**config.mk**
```make
export PLATFORM = sky130hd
export DESIGN_NAME = text_script_screen_writer
export DESIGN_NICKNAME = d
export VERILOG_FILES = /design/src/rtl/tsw_pkg.sv /design/src/rtl/tsw_sequencer.sv /design/src/rtl/tsw_datapath.sv /design/src/rtl/text_script_screen_writer.sv
export VERILOG_INCLUDE_DIRS = /design/src /design/src/rtl
export SDC_FILE = /design/constraint.sdc
export NUM_CORES = 2
export LEC_CHECK = 0
export BUFFER_PORTS_ARGS = -buffer_cell sky130_fd_sc_hd__buf_2
export CORE_ASPECT_RATIO = 0.6
export CORE_MARGIN = 3
export CORE_UTILIZATION = 60
export CTS_CLUSTER_SIZE = 24
export DETAILED_ROUTE_END_ITERATION = 10
export PLACE_DENSITY = 0.81
export SLEW_MARGIN = 10
export SYNTH_ARGS = -nofsm -noshare
export SYNTH_HDL_FRONTEND = slang
export SYNTH_SLANG_ARGS = --single-unit
```
**constraint.sdc**
```tcl
create_clock -name aclk -period 5.5 [get_ports aclk]
set_input_delay 1.1 -clock aclk [delete_from_list [all_inputs] [get_ports aclk]]
set_output_delay 1.1 -clock aclk [all_outputs]
set_load 0.005 [all_outputs]
```
**src/rtl/text_script_screen_writer_assert.svh**
```systemverilog
// assertion macros for the text script screen writer
// uses aclk and aresetn of the module that includes this header
`ifndef TEXT_SCRIPT_SCREEN_WRITER_ASSERT_SVH
`define TEXT_SCRIPT_SCREEN_WRITER_ASSERT_SVH

`ifndef SYNTHESIS
// antecedent implies consequent on the same edge
`define TSW_ASSERT_IMPLY(label, ante, cons) \
    label: assert property (@(posedge aclk) disable iff (!aresetn) (ante) |-> (cons)) \
        else $error("tsw: implication check failed");
// condition never holds
`define TSW_ASSERT_NEVER(label, cond) \
    label: assert property (@(posedge aclk) disable iff (!aresetn) !(cond)) \
        else $error("tsw: forbidden condition seen");
`else
`define TSW_ASSERT_IMPLY(label, ante, cons)
`define TSW_ASSERT_NEVER(label, cond)
`endif

`endif

```
**src/rtl/tsw_pkg.sv**
```systemverilog
// shared types and constants of the text script screen writer
// no dependencies; imported by the sequencer, the datapath and the top level
package tsw_pkg;

    // script store geometry
    localparam int SCRIPT_DEPTH = 256;
    localparam int ADDR_W       = $clog2(SCRIPT_DEPTH);
    localparam int PTR_W        = ADDR_W + 1;

    // screen geometry
    localparam int SCREEN_COLUMNS = 40;
    localparam int SCREEN_ROWS    = 25;
    localparam int SCREEN_CELLS   = SCREEN_COLUMNS * SCREEN_ROWS;
    localparam int ROW_W          = 5;
    localparam int INDEX_W        = 11;

    // burst length of a fast tick
    localparam int FAST_BURST = 40;
    localparam int CNT_W      = $clog2(FAST_BURST + 1);

    // script byte codes
    localparam logic [7:0] BYTE_END      = 8'hFF;
    localparam logic [7:0] BYTE_IDLE     = 8'h00;
    localparam logic [7:0] BYTE_NEWLINE  = 8'h0D;
    localparam logic [7:0] BYTE_SPACE    = 8'h20;
    localparam logic [7:0] BYTE_TONE_MIN = 8'h21;
    localparam logic [7:0] WRAP_COLUMN   = 8'h20;
    localparam logic [7:0] TONE_MASK_MIN = 8'd3;

    // configuration registers
    localparam logic       CFG_TEXT_COLOR   = 1'b0;
    localparam logic       CFG_GATE_MASK    = 1'b1;
    localparam logic [7:0] TEXT_COLOR_RESET = 8'd1;
    localparam logic [7:0] GATE_MASK_RESET  = 8'd3;

    typedef enum logic [1:0] {
        FUNC_LOAD   = 2'd0,
        FUNC_START  = 2'd1,
        FUNC_TICK   = 2'd2,
        FUNC_CURSOR = 2'd3
    } func_t;

    typedef enum logic [2:0] {
        ERR_NONE    = 3'd0,
        ERR_CURSOR  = 3'd1,
        ERR_NO_TERM = 3'd2,
        ERR_NEWLINE = 3'd3,
        ERR_WRITE   = 3'd4,
        ERR_WRAP    = 3'd5,
        ERR_LOAD    = 3'd6
    } err_t;

    // micro-operations driven by the sequencer into the datapath
    typedef enum logic [2:0] {
        UOP_NOP,
        UOP_TAKE,
        UOP_EXEC,
        UOP_INIT,
        UOP_READ,
        UOP_PROC,
        UOP_OVER
    } uop_t;

    // input beat
    typedef struct packed {
        logic [1:0] func;
        logic [7:0] script_byte;
        logic [7:0] place_column;
        logic [7:0] place_row;
        logic [7:0] frame_num;
    } tsw_in_t;

    // result beat
    typedef struct packed {
        logic       write_enable;
        logic [9:0] screen_index;
        logic [5:0] glyph_code;
        logic [7:0] glyph_color;
        logic       tone;
        logic [7:0] consumed_byte;
        logic       byte_valid;
        logic       script_active;
        logic [7:0] cursor_column_now;
        logic [4:0] cursor_row_now;
        err_t       error;
        logic       last;
    } tsw_out_t;

    // datapath status seen by the sequencer
    typedef struct packed {
        logic slot_free;
        logic tick_go;
        logic rp_over;
        logic last_now;
    } tsw_status_t;

endpackage

```
**src/rtl/tsw_sequencer.sv**
```systemverilog
// microprogram sequencer: step counter, control rom and branch logic
// depends on tsw_pkg
module tsw_sequencer (
    input  logic                aclk,
    input  logic                aresetn,
    input  logic                s_valid,
    input  tsw_pkg::tsw_status_t status,
    output tsw_pkg::uop_t       uop,
    output logic                s_ready
);
    import tsw_pkg::*;

    localparam int STEP_W = 3;

    typedef enum logic [2:0] {
        BR_NEXT,
        BR_ALWAYS,
        BR_WAIT,
        BR_TICK,
        BR_OVER,
        BR_LAST
    } branch_t;

    typedef struct packed {
        uop_t              op;
        logic              emit;
        branch_t           branch;
        logic [STEP_W-1:0] target;
    } ctrl_word_t;

    // program step addresses
    localparam logic [STEP_W-1:0] STEP_FETCH    = 3'd0;
    localparam logic [STEP_W-1:0] STEP_DISPATCH = 3'd1;
    localparam logic [STEP_W-1:0] STEP_SIMPLE   = 3'd2;
    localparam logic [STEP_W-1:0] STEP_BURST    = 3'd3;
    localparam logic [STEP_W-1:0] STEP_READ     = 3'd4;
    localparam logic [STEP_W-1:0] STEP_PROC     = 3'd5;
    localparam logic [STEP_W-1:0] STEP_LOOP     = 3'd6;
    localparam logic [STEP_W-1:0] STEP_OVER     = 3'd7;

    // control rom
    function automatic ctrl_word_t ucode(input logic [STEP_W-1:0] step);
        ctrl_word_t w;
        case (step)
            STEP_FETCH:    w = '{UOP_TAKE, 1'b0, BR_WAIT,   STEP_FETCH};
            STEP_DISPATCH: w = '{UOP_NOP,  1'b0, BR_TICK,   STEP_BURST};
            STEP_SIMPLE:   w = '{UOP_EXEC, 1'b1, BR_ALWAYS, STEP_FETCH};
            STEP_BURST:    w = '{UOP_INIT, 1'b0, BR_NEXT,   STEP_FETCH};
            STEP_READ:     w = '{UOP_READ, 1'b0, BR_OVER,   STEP_OVER};
            STEP_PROC:     w = '{UOP_PROC, 1'b1, BR_LAST,   STEP_FETCH};
            STEP_LOOP:     w = '{UOP_NOP,  1'b0, BR_ALWAYS, STEP_READ};
            STEP_OVER:     w = '{UOP_OVER, 1'b1, BR_ALWAYS, STEP_FETCH};
            default:       w = '{UOP_NOP,  1'b0, BR_ALWAYS, STEP_FETCH};
        endcase
        return w;
    endfunction

    logic [STEP_W-1:0] pc_reg;
    logic [STEP_W-1:0] pc_next;
    ctrl_word_t        word;
    logic              stall;
    logic              taken;

    assign word    = ucode(pc_reg);
    // a step that emits a result waits for a free output slot
    assign stall   = word.emit && !status.slot_free;
    assign uop     = stall ? UOP_NOP : word.op;
    assign s_ready = (word.op == UOP_TAKE);

    // branch condition
    always_comb begin
        case (word.branch)
            BR_NEXT:   taken = 1'b0;
            BR_ALWAYS: taken = 1'b1;
            BR_WAIT:   taken = !s_valid;
            BR_TICK:   taken = status.tick_go;
            BR_OVER:   taken = status.rp_over;
            BR_LAST:   taken = status.last_now;
            default:   taken = 1'b1;
        endcase
        if (stall) begin
            pc_next = pc_reg;
        end else if (taken) begin
            pc_next = word.target;
        end else begin
            pc_next = pc_reg + STEP_W'(1);
        end
    end

    always_ff @(posedge aclk) begin
        if (!aresetn) begin
            pc_reg <= STEP_FETCH;
        end else begin
            pc_reg <= pc_next;
        end
    end

endmodule

```
**src/rtl/tsw_datapath.sv**
```systemverilog
// datapath: script store, pointers, cursor, config registers and result register
// depends on tsw_pkg; driven one micro-operation per cycle by tsw_sequencer
module tsw_datapath (
    input  logic                 aclk,
    input  logic                 aresetn,
    input  tsw_pkg::uop_t        uop,
    input  logic                 s_valid,
    input  tsw_pkg::tsw_in_t     s_data,
    input  logic                 cfg_valid,
    input  logic                 cfg_index,
    input  logic [7:0]           cfg_data,
    output tsw_pkg::tsw_status_t status,
    output logic                 m_valid,
    input  logic                 m_ready,
    output tsw_pkg::tsw_out_t    m_data
);
    import tsw_pkg::*;

    logic [7:0]       store_mem [SCRIPT_DEPTH];
    logic [7:0]       rd_data_reg;

    tsw_in_t          in_reg,    in_next;
    logic [PTR_W-1:0] lp_reg,    lp_next;
    logic [PTR_W-1:0] rp_reg,    rp_next;
    logic             ts_reg,    ts_next;
    logic             run_reg,   run_next;
    logic [7:0]       col_reg,   col_next;
    logic [ROW_W-1:0] row_reg,   row_next;
    logic [7:0]       color_reg, color_next;
    logic [7:0]       mask_reg,  mask_next;
    logic [CNT_W-1:0] cnt_reg,   cnt_next;
    logic             m_valid_reg, m_valid_next;
    tsw_out_t         m_data_reg,  m_data_next;

    tsw_out_t         res;
    err_t             err;
    logic             emit;
    logic             mem_we;
    logic             mem_re;
    logic             cursor_bad;
    logic             rp_over;
    logic             last_row;
    logic [7:0]       v;
    logic [7:0]       col_inc;
    logic [INDEX_W-1:0] cell_idx;

    assign v          = rd_data_reg;
    assign rp_over    = (rp_reg >= PTR_W'(SCRIPT_DEPTH));
    assign last_row   = (row_reg >= ROW_W'(SCREEN_ROWS - 1));
    assign cursor_bad = (in_reg.place_column >= 8'(SCREEN_COLUMNS))
                     || (in_reg.place_row >= 8'(SCREEN_ROWS));
    assign cell_idx   = INDEX_W'(row_reg) * INDEX_W'(SCREEN_COLUMNS) + INDEX_W'(col_reg);
    assign col_inc    = col_reg + 8'd1;

    assign status.slot_free = !m_valid_reg || m_ready;
    assign status.tick_go   = (in_reg.func == FUNC_TICK) && run_reg
                           && ((in_reg.frame_num & mask_reg) == 8'd0);
    assign status.rp_over   = rp_over;
    assign status.last_now  = res.last;

    assign m_valid = m_valid_reg;
    assign m_data  = m_data_reg;

    // micro-operation decode
    always_comb begin
        in_next    = in_reg;
        lp_next    = lp_reg;
        rp_next    = rp_reg;
        ts_next    = ts_reg;
        run_next   = run_reg;
        col_next   = col_reg;
        row_next   = row_reg;
        cnt_next   = cnt_reg;
        color_next = color_reg;
        mask_next  = mask_reg;
        res        = '0;
        err        = ERR_NONE;
        emit       = 1'b0;
        mem_we     = 1'b0;
        mem_re     = 1'b0;

        // config writes land whenever offered
        if (cfg_valid) begin
            if (cfg_index == CFG_TEXT_COLOR) begin
                color_next = cfg_data;
            end else begin
                mask_next = cfg_data;
            end
        end

        case (uop)
            UOP_TAKE: begin
                if (s_valid) begin
                    in_next = s_data;
                end
            end
            // load, start, set cursor, idle tick: one result each
            UOP_EXEC: begin
                emit = 1'b1;
                case (in_reg.func)
                    FUNC_LOAD: begin
                        if (run_reg || lp_reg >= PTR_W'(SCRIPT_DEPTH)) begin
                            err = ERR_LOAD;
                        end else begin
                            mem_we  = 1'b1;
                            lp_next = lp_reg + PTR_W'(1);
                            if (in_reg.script_byte == BYTE_END) begin
                                ts_next = 1'b1;
                            end
                        end
                    end
                    FUNC_START: begin
                        if (cursor_bad) begin
                            err = ERR_CURSOR;
                        end else if (!ts_reg) begin
                            err = ERR_NO_TERM;
                        end else begin
                            rp_next  = '0;
                            lp_next  = '0;
                            ts_next  = 1'b0;
                            col_next = in_reg.place_column;
                            row_next = in_reg.place_row[ROW_W-1:0];
                            run_next = 1'b1;
                        end
                    end
                    FUNC_CURSOR: begin
                        if (cursor_bad) begin
                            err = ERR_CURSOR;
                        end else begin
                            col_next = in_reg.place_column;
                            row_next = in_reg.place_row[ROW_W-1:0];
                        end
                    end
                    default: begin
                    end
                endcase
                if (err != ERR_NONE) begin
                    run_next = 1'b0;
                end
                res.last = 1'b1;
            end
            UOP_INIT: begin
                cnt_next = (mask_reg == 8'd0) ? CNT_W'(FAST_BURST) : CNT_W'(1);
            end
            UOP_READ: begin
                if (!rp_over) begin
                    mem_re  = 1'b1;
                    rp_next = rp_reg + PTR_W'(1);
                end
            end
            // interpret one script byte
            UOP_PROC: begin
                emit              = 1'b1;
                cnt_next          = cnt_reg - CNT_W'(1);
                res.consumed_byte = v;
                res.byte_valid    = (v != BYTE_END);
                res.tone          = (mask_reg >= TONE_MASK_MIN) && (v >= BYTE_TONE_MIN)
                                 && (v != BYTE_END);
                if (v == BYTE_END) begin
                    run_next = 1'b0;
                end else if (v == BYTE_IDLE) begin
                    col_next = col_reg;
                end else if (v[7]) begin
                    col_next = {2'b00, v[5:0]};
                end else if (v == BYTE_NEWLINE) begin
                    if (last_row) begin
                        err      = ERR_NEWLINE;
                        run_next = 1'b0;
                    end else begin
                        col_next = 8'd1;
                        row_next = row_reg + ROW_W'(1);
                    end
                end else if (cell_idx >= INDEX_W'(SCREEN_CELLS)) begin
                    err      = ERR_WRITE;
                    run_next = 1'b0;
                end else begin
                    res.write_enable = 1'b1;
                    res.screen_index = cell_idx[9:0];
                    res.glyph_code   = (v == BYTE_SPACE) ? 6'd0 : v[5:0];
                    res.glyph_color  = color_reg;
                    col_next         = col_inc;
                    // slow colour-zero text wraps after a space
                    if (v == BYTE_SPACE && mask_reg != 8'd0 && color_reg == 8'd0
                        && col_inc >= WRAP_COLUMN) begin
                        if (last_row) begin
                            err      = ERR_WRAP;
                            run_next = 1'b0;
                        end else begin
                            col_next = 8'd1;
                            row_next = row_reg + ROW_W'(1);
                        end
                    end
                end
                res.last = (err != ERR_NONE) || (v == BYTE_END) || (cnt_reg == CNT_W'(1));
            end
            // read past the end of the store
            UOP_OVER: begin
                emit     = 1'b1;
                err      = ERR_NO_TERM;
                run_next = 1'b0;
                res.last = 1'b1;
            end
            default: begin
            end
        endcase

        res.error             = err;
        res.script_active     = run_next;
        res.cursor_column_now = col_next;
        res.cursor_row_now    = row_next;

        // result register
        m_data_next = m_data_reg;
        if (emit) begin
            m_valid_next = 1'b1;
            m_data_next  = res;
        end else if (m_ready) begin
            m_valid_next = 1'b0;
        end else begin
            m_valid_next = m_valid_reg;
        end
    end

    // script store, one write and one registered read port
    always_ff @(posedge aclk) begin
        if (mem_we) begin
            store_mem[lp_reg[ADDR_W-1:0]] <= in_reg.script_byte;
        end
        if (mem_re) begin
            rd_data_reg <= store_mem[rp_reg[ADDR_W-1:0]];
        end
    end

    // payload registers
    always_ff @(posedge aclk) begin
        in_reg     <= in_next;
        cnt_reg    <= cnt_next;
        m_data_reg <= m_data_next;
    end

    // control and architectural state
    always_ff @(posedge aclk) begin
        if (!aresetn) begin
            lp_reg      <= '0;
            rp_reg      <= '0;
            ts_reg      <= 1'b0;
            run_reg     <= 1'b0;
            col_reg     <= '0;
            row_reg     <= '0;
            color_reg   <= TEXT_COLOR_RESET;
            mask_reg    <= GATE_MASK_RESET;
            m_valid_reg <= 1'b0;
        end else begin
            lp_reg      <= lp_next;
            rp_reg      <= rp_next;
            ts_reg      <= ts_next;
            run_reg     <= run_next;
            col_reg     <= col_next;
            row_reg     <= row_next;
            color_reg   <= color_next;
            mask_reg    <= mask_next;
            m_valid_reg <= m_valid_next;
        end
    end

endmodule

```
**src/rtl/text_script_screen_writer.sv**
```systemverilog
// Text script screen writer: runs a byte-coded script onto a 40x25 text screen.
//
// Input channel s_valid/s_ready/s_data carries one command per beat: load a
// script byte, start the script at a cursor, frame tick, or set the cursor.
// Result channel m_valid/m_ready/m_data returns the results of each command;
// the final result of a command has last set. Configuration channel
// cfg_valid/cfg_ready/cfg_index/cfg_data writes text_color (index 0) and
// the frame gate mask (index 1); cfg_ready is always high.
// Load, start, set cursor and an idle tick pass the fetch, dispatch and
// execute steps and give one result. A tick that runs passes fetch, dispatch
// and burst setup, then the read / interpret / loop steps of the microprogram
// around the registered store read for each script byte (no loop step after
// the last), up to 40 bytes when the cadence mask is zero. A new command is
// taken only after the last result of the previous one is in the output
// register.
// A stalled receiver holds the result register and the microprogram waits on
// the step that emits the next result. Reset returns the step counter to the
// fetch step, empties the result register, clears pointers, cursor and run
// state, and sets text_color to 1 and the frame gate mask to 3; the script
// store contents are not cleared.
// depends on tsw_pkg, tsw_sequencer, tsw_datapath and the assertion header
`include "text_script_screen_writer_assert.svh"

module text_script_screen_writer (
    input  logic              aclk,
    input  logic              aresetn,
    input  logic              s_valid,
    output logic              s_ready,
    input  tsw_pkg::tsw_in_t  s_data,
    output logic              m_valid,
    input  logic              m_ready,
    output tsw_pkg::tsw_out_t m_data,
    input  logic              cfg_valid,
    output logic              cfg_ready,
    input  logic              cfg_index,
    input  logic [7:0]        cfg_data
);
    import tsw_pkg::*;

    uop_t        uop;
    tsw_status_t status;

    assign cfg_ready = 1'b1;

    // microprogram control
    tsw_sequencer u_seq (
        .aclk    (aclk),
        .aresetn (aresetn),
        .s_valid (s_valid),
        .status  (status),
        .uop     (uop),
        .s_ready (s_ready)
    );

    // datapath and result register
    tsw_datapath u_dp (
        .aclk      (aclk),
        .aresetn   (aresetn),
        .uop       (uop),
        .s_valid   (s_valid),
        .s_data    (s_data),
        .cfg_valid (cfg_valid),
        .cfg_index (cfg_index),
        .cfg_data  (cfg_data),
        .status    (status),
        .m_valid   (m_valid),
        .m_ready   (m_ready),
        .m_data    (m_data)
    );

    // an error result always ends the command and stops the script
    `TSW_ASSERT_IMPLY(a_err_is_last, m_valid && m_data.error != ERR_NONE, m_data.last)
    `TSW_ASSERT_IMPLY(a_err_stops, m_valid && m_data.error != ERR_NONE, !m_data.script_active)
    // no new command while a burst is still producing results
    `TSW_ASSERT_NEVER(a_no_take_mid_burst, s_ready && m_valid && !m_data.last)
    // screen writes stay on the screen
    `TSW_ASSERT_IMPLY(a_write_on_screen, m_valid && m_data.write_enable,
        m_data.screen_index < 10'(SCREEN_CELLS))

endmodule

```
==> results.md <==
- 104 I/O pins were placed.
- The HPWL after detailed placement is 130000 um.
- The post-CTS setup buffer count is 0.
- Of the cells placed in the final design, the portion with a size suffix greater than 1 is 30.2%.
- The congestion estimate from routability-driven global placement came to 0.914.
- The run finished with clean final reports.
- The analysis attributes to cell leakage a power of 29.5 nW.
- The fraction of met2 tracks used by global routing is 46.2%.
- After global routing the overflow that remains totals 0.
- The number of buffers on the longest clock path is 3.
- The final-report hold violation count is 0.
- In the synthesized netlist, the number of instances is 3912.
- Walking the worst path, the cells encountered are ha_1, ha_1, fa_1, ha_1, o21a_1, o31a_1, a311oi_2, a21oi_1, o21ai_1, nand2_1, a21oi_1, or2_1, a311oi_2, nand2b_1, ha_1, mux2_1.
- For this run, the register share of the synthesized area comes to 76.3%.
- The clock tree synthesis step divided the H-tree into 4 levels.
- STA classifies the critical path startpoint as a register.
- The biggest cell delay along the critical path is 0.54 ns.
- The clock-pin slew of the registers on the worst-case setup and hold paths is 0.07 ns.
- The number of design rule violations left after detail routing is 0.
- The first-pass GRT wire length is 328000 um.
- Across the run, the number of max-cap violations was 0.
- The post-synth net total is 3992.
- In this run the tool buffered the top-level ports with 102 buffer cells.
- The global router's overall resource usage is 31.1%.
- The total setup violations reported at the end of the flow is 0.
- The maximum vdd ir drop is 321 uV.
- The die is 495 um wide.
- Counting the buffers created by CTS gives 178.
- The library cell appearing most often on the critical path is sky130_fd_sc_hd__ha_1.
- The number of enable-type register cells in the synthesized netlist is 2149.
- The TritonCTS sink count is 2211.
- Prior to clock tree synthesis, the placed netlist has a worst setup slack of 0.297 ns.
- The count of placed standard cells in the final layout, fillers left out is 6359.
- The insertion delay of the later-clocked pin in the worst-skew pair is 0.81 ns.
- The die is 300 um tall.
- In the synthesized netlist the async set-or-reset flop fraction comes to 0%.
- The total die area is 148000 um2.
- The critical path is of the reg -> reg type.
- The root buffer cell is sky130_fd_sc_hd__clkbuf_16.
- After synthesis, the mean cell area works out to 22.0 um2.
- The cell area after synthesis is 86200 um2.
- Total power for the finished layout comes to 34.0 mW.
- STA classifies the critical path endpoint as a register.
- The largest individual stage delay along the critical path comes from the cell sky130_fd_sc_hd__a21oi_1.
- The data arrival at the endpoint of the critical path is 6.04 ns.
- The share of the clock period used by the worst path is 97.5%.
- After the first detailed-routing iteration, the DRC count stood at 8014.
- The slew at the pin closest to its max-slew limit is 1.39 ns.
- The final worst clock skew is 0.0342 ns.
- The area of placed instances is 90900 um2.
- The routed design has 227000 um of wire.
- The min-delay analysis places its worst path in the category in -> reg.
- The starting utilization of the core area is 60.5%.
- The flip-flop count of the largest register, all copies and words added is 2048.
- During synthesis, Yosys emitted a total of 0 warnings.
- The post-detailed-route count of antenna-violating nets is 0.
- The standard-cell row count is 107.
- The average vias per placed instance is 7.04.
- After routing the design area is 96400 um2.
- For the finished layout, the period the worst path requires is 5.36 ns.
- The routed layout has 44800 vias.
- The initial antenna violation count was 9.
- In the final routed layout, each cell accounts on average for 35.6 um.
- The number of different library cells used by synthesis comes to 64.
- The total area inside the core boundary comes to 142000 um2.
- Entering global routing, the biggest net connects 194 pins.
- Power spread over the standard cell area amounts to 353 nW/um2.
- The most common flop cell mapped by yosys is sky130_fd_sc_hd__edfxtp_1.
- Based on the critical path, the design can be clocked at up to 0.187 GHz.
- The fraction of met3 tracks used by global routing is 9.12%.
- The most utilized layer in the global route result is met1.
- The flip-flop and latch count after synthesis is 2211.
- The worst setup margin is 0.139 ns.
- For the worst setup path, the data required time is 6.18 ns.
- The worst relative slew slack is 6.77%.
- The number of global-route vias before repair is 43900.
- Along the worst path, the maximum fanout reaches 7.
- The growth of design area from synthesis to finish is 11.9%.
- The pre-antenna-repair detailed-routing pass consisted of 6 iterations.
- The clock tree from TritonCTS is built.
- Global routing used 46.3% of the available met1 tracks.
- The final number of max-transition violations is 0.
- Once placement completed, the tool counted placed cells totaling 6026.
- At the end of the flow, the number of nets in the layout was 4380.
cells in the final DEF (no fill, tap or decap), drive strengths merged, types with 7 or more instances in the layout:
cell    Yosys  final
edfxtp   2149   2149
nor3       23     23
and2       16     16
nor2b      12     12
nor4        9      9
o21ai      27     27
dfxtp      62     62
mux4      679    679
and3       34     34
ha         30     30
clkinv      1     68
a21oi      46     46
a22oi       7      7
xor2       14     14
clkbuf    131    242
nand4       9      9
bufinv      0      9
inv        29     35
nand3      26     26
xnor2      14     14
buf        75    414
nor2      322    322
nand2     113    113
through the flow:
step           util, %  setup TNS (ns)  hold slack [ns]
3_5_place_dp      63.9               0            0.458
6_report          67.7               0            0.467
5_1_grt           67.7        -0.00688            0.446
3_3_place_gp      63.9               0            0.454
2_1_floorplan        -               0            0.435
4_1_cts           67.7               0            0.429
cell usage after synthesis (9+ instances only):
master,n,area share (%)
sky130_fd_sc_hd__buf_1,28,0.12
sky130_fd_sc_hd__and2_1,15,0.11
sky130_fd_sc_hd__clkbuf_1,131,0.57
sky130_fd_sc_hd__nor2b_1,12,0.087
sky130_fd_sc_hd__edfxtp_1,2149,75
sky130_fd_sc_hd__a21oi_1,46,0.27
sky130_fd_sc_hd__nor2_1,322,1.4
sky130_fd_sc_hd__nor3_1,23,0.13
sky130_fd_sc_hd__nand2_1,113,0.49
sky130_fd_sc_hd__ha_1,30,0.44
sky130_fd_sc_hd__nor4_1,9,0.065
sky130_fd_sc_hd__xnor2_1,14,0.14
sky130_fd_sc_hd__o21ai_0,26,0.15
sky130_fd_sc_hd__xor2_1,14,0.14
sky130_fd_sc_hd__nand4_1,9,0.065
sky130_fd_sc_hd__buf_2,44,0.26
sky130_fd_sc_hd__dfxtp_1,62,1.4
sky130_fd_sc_hd__and3_1,34,0.25
sky130_fd_sc_hd__nand3_1,26,0.15
sky130_fd_sc_hd__inv_1,28,0.12
sky130_fd_sc_hd__mux4_2,679,18
report_power, final:
group / total [mW] / switching (mW) / leakage [nW] / internal (mW)
Sequential: 19.5 / 0.133 / 19.8 / 19.4
Clock: 12.5 / 5.92 / 2.66 / 6.57
Combinational: 2.04 / 1.56 / 6.99 / 0.483
cell type report:
type | instances | area, um2
diodes | 6 | 15.0
clock buffers | 242 | 4820
clock inverters | 84 | 628
fillers | 8182 | 45900
inverters | 30 | 113
multi-input cells | 1465 | 19500
flip-flops and latches | 2211 | 65800
well taps | 1907 | 2390
repair buffers | 414 | 3190
path summary, 6_finish.rpt:
kind | end | startpoint | slack, ns | cells after the start
max | u_seq.word[7]$_DFF_P_ | u_dp.row_reg[3]$_SDFF_PN0_ | 0.14 | 16
min | u_dp.in_reg[23]$_DFFE_PP_ | s_data[23] | 0.47 | 1
max reg2reg | u_seq.word[7]$_DFF_P_ | u_dp.row_reg[3]$_SDFF_PN0_ | 0.14 | 16
min reg2reg | u_dp.color_reg[5]$_SDFFE_PN0P_ | u_dp.color_reg[5]$_SDFFE_PN0P_ | 0.49 | 2
per-layer routing:
layer  wire (um)  share of wire, %
met1       81700                36
met4        6660               2.9
met5          79             0.035
met3       32900                15
met2      105000                46
worst max-delay path, delay by kind of cell, from the launching register on:
family | cells | cell delay, ns
compound gates | 7 | 2.07
fa+ha+maj | 5 | 1.64
simple gates | 3 | 0.75
flops | 1 | 0.45
mux | 1 | 0.29
what timing repair did:
action                                  in CTS  in global routing
resized for setup                            0                  2
endpoints found under the setup margin       0                  3
hold buffers                                 0                  0
cell families after synthesis:
| logic type | after synthesis | share of synthesized area [%] |
|---|---|---|
| other cells | 1 | 0.00435 |
| xor+xnor | 28 | 0.285 |
| buf+inv | 236 | 1.11 |
| mux | 689 | 17.9 |
| flops | 2211 | 76.3 |
| fa+ha+maj | 32 | 0.482 |
| simple gates | 590 | 2.97 |
| compound gates | 125 | 0.935 |
(Power assumes the default switching activity.)
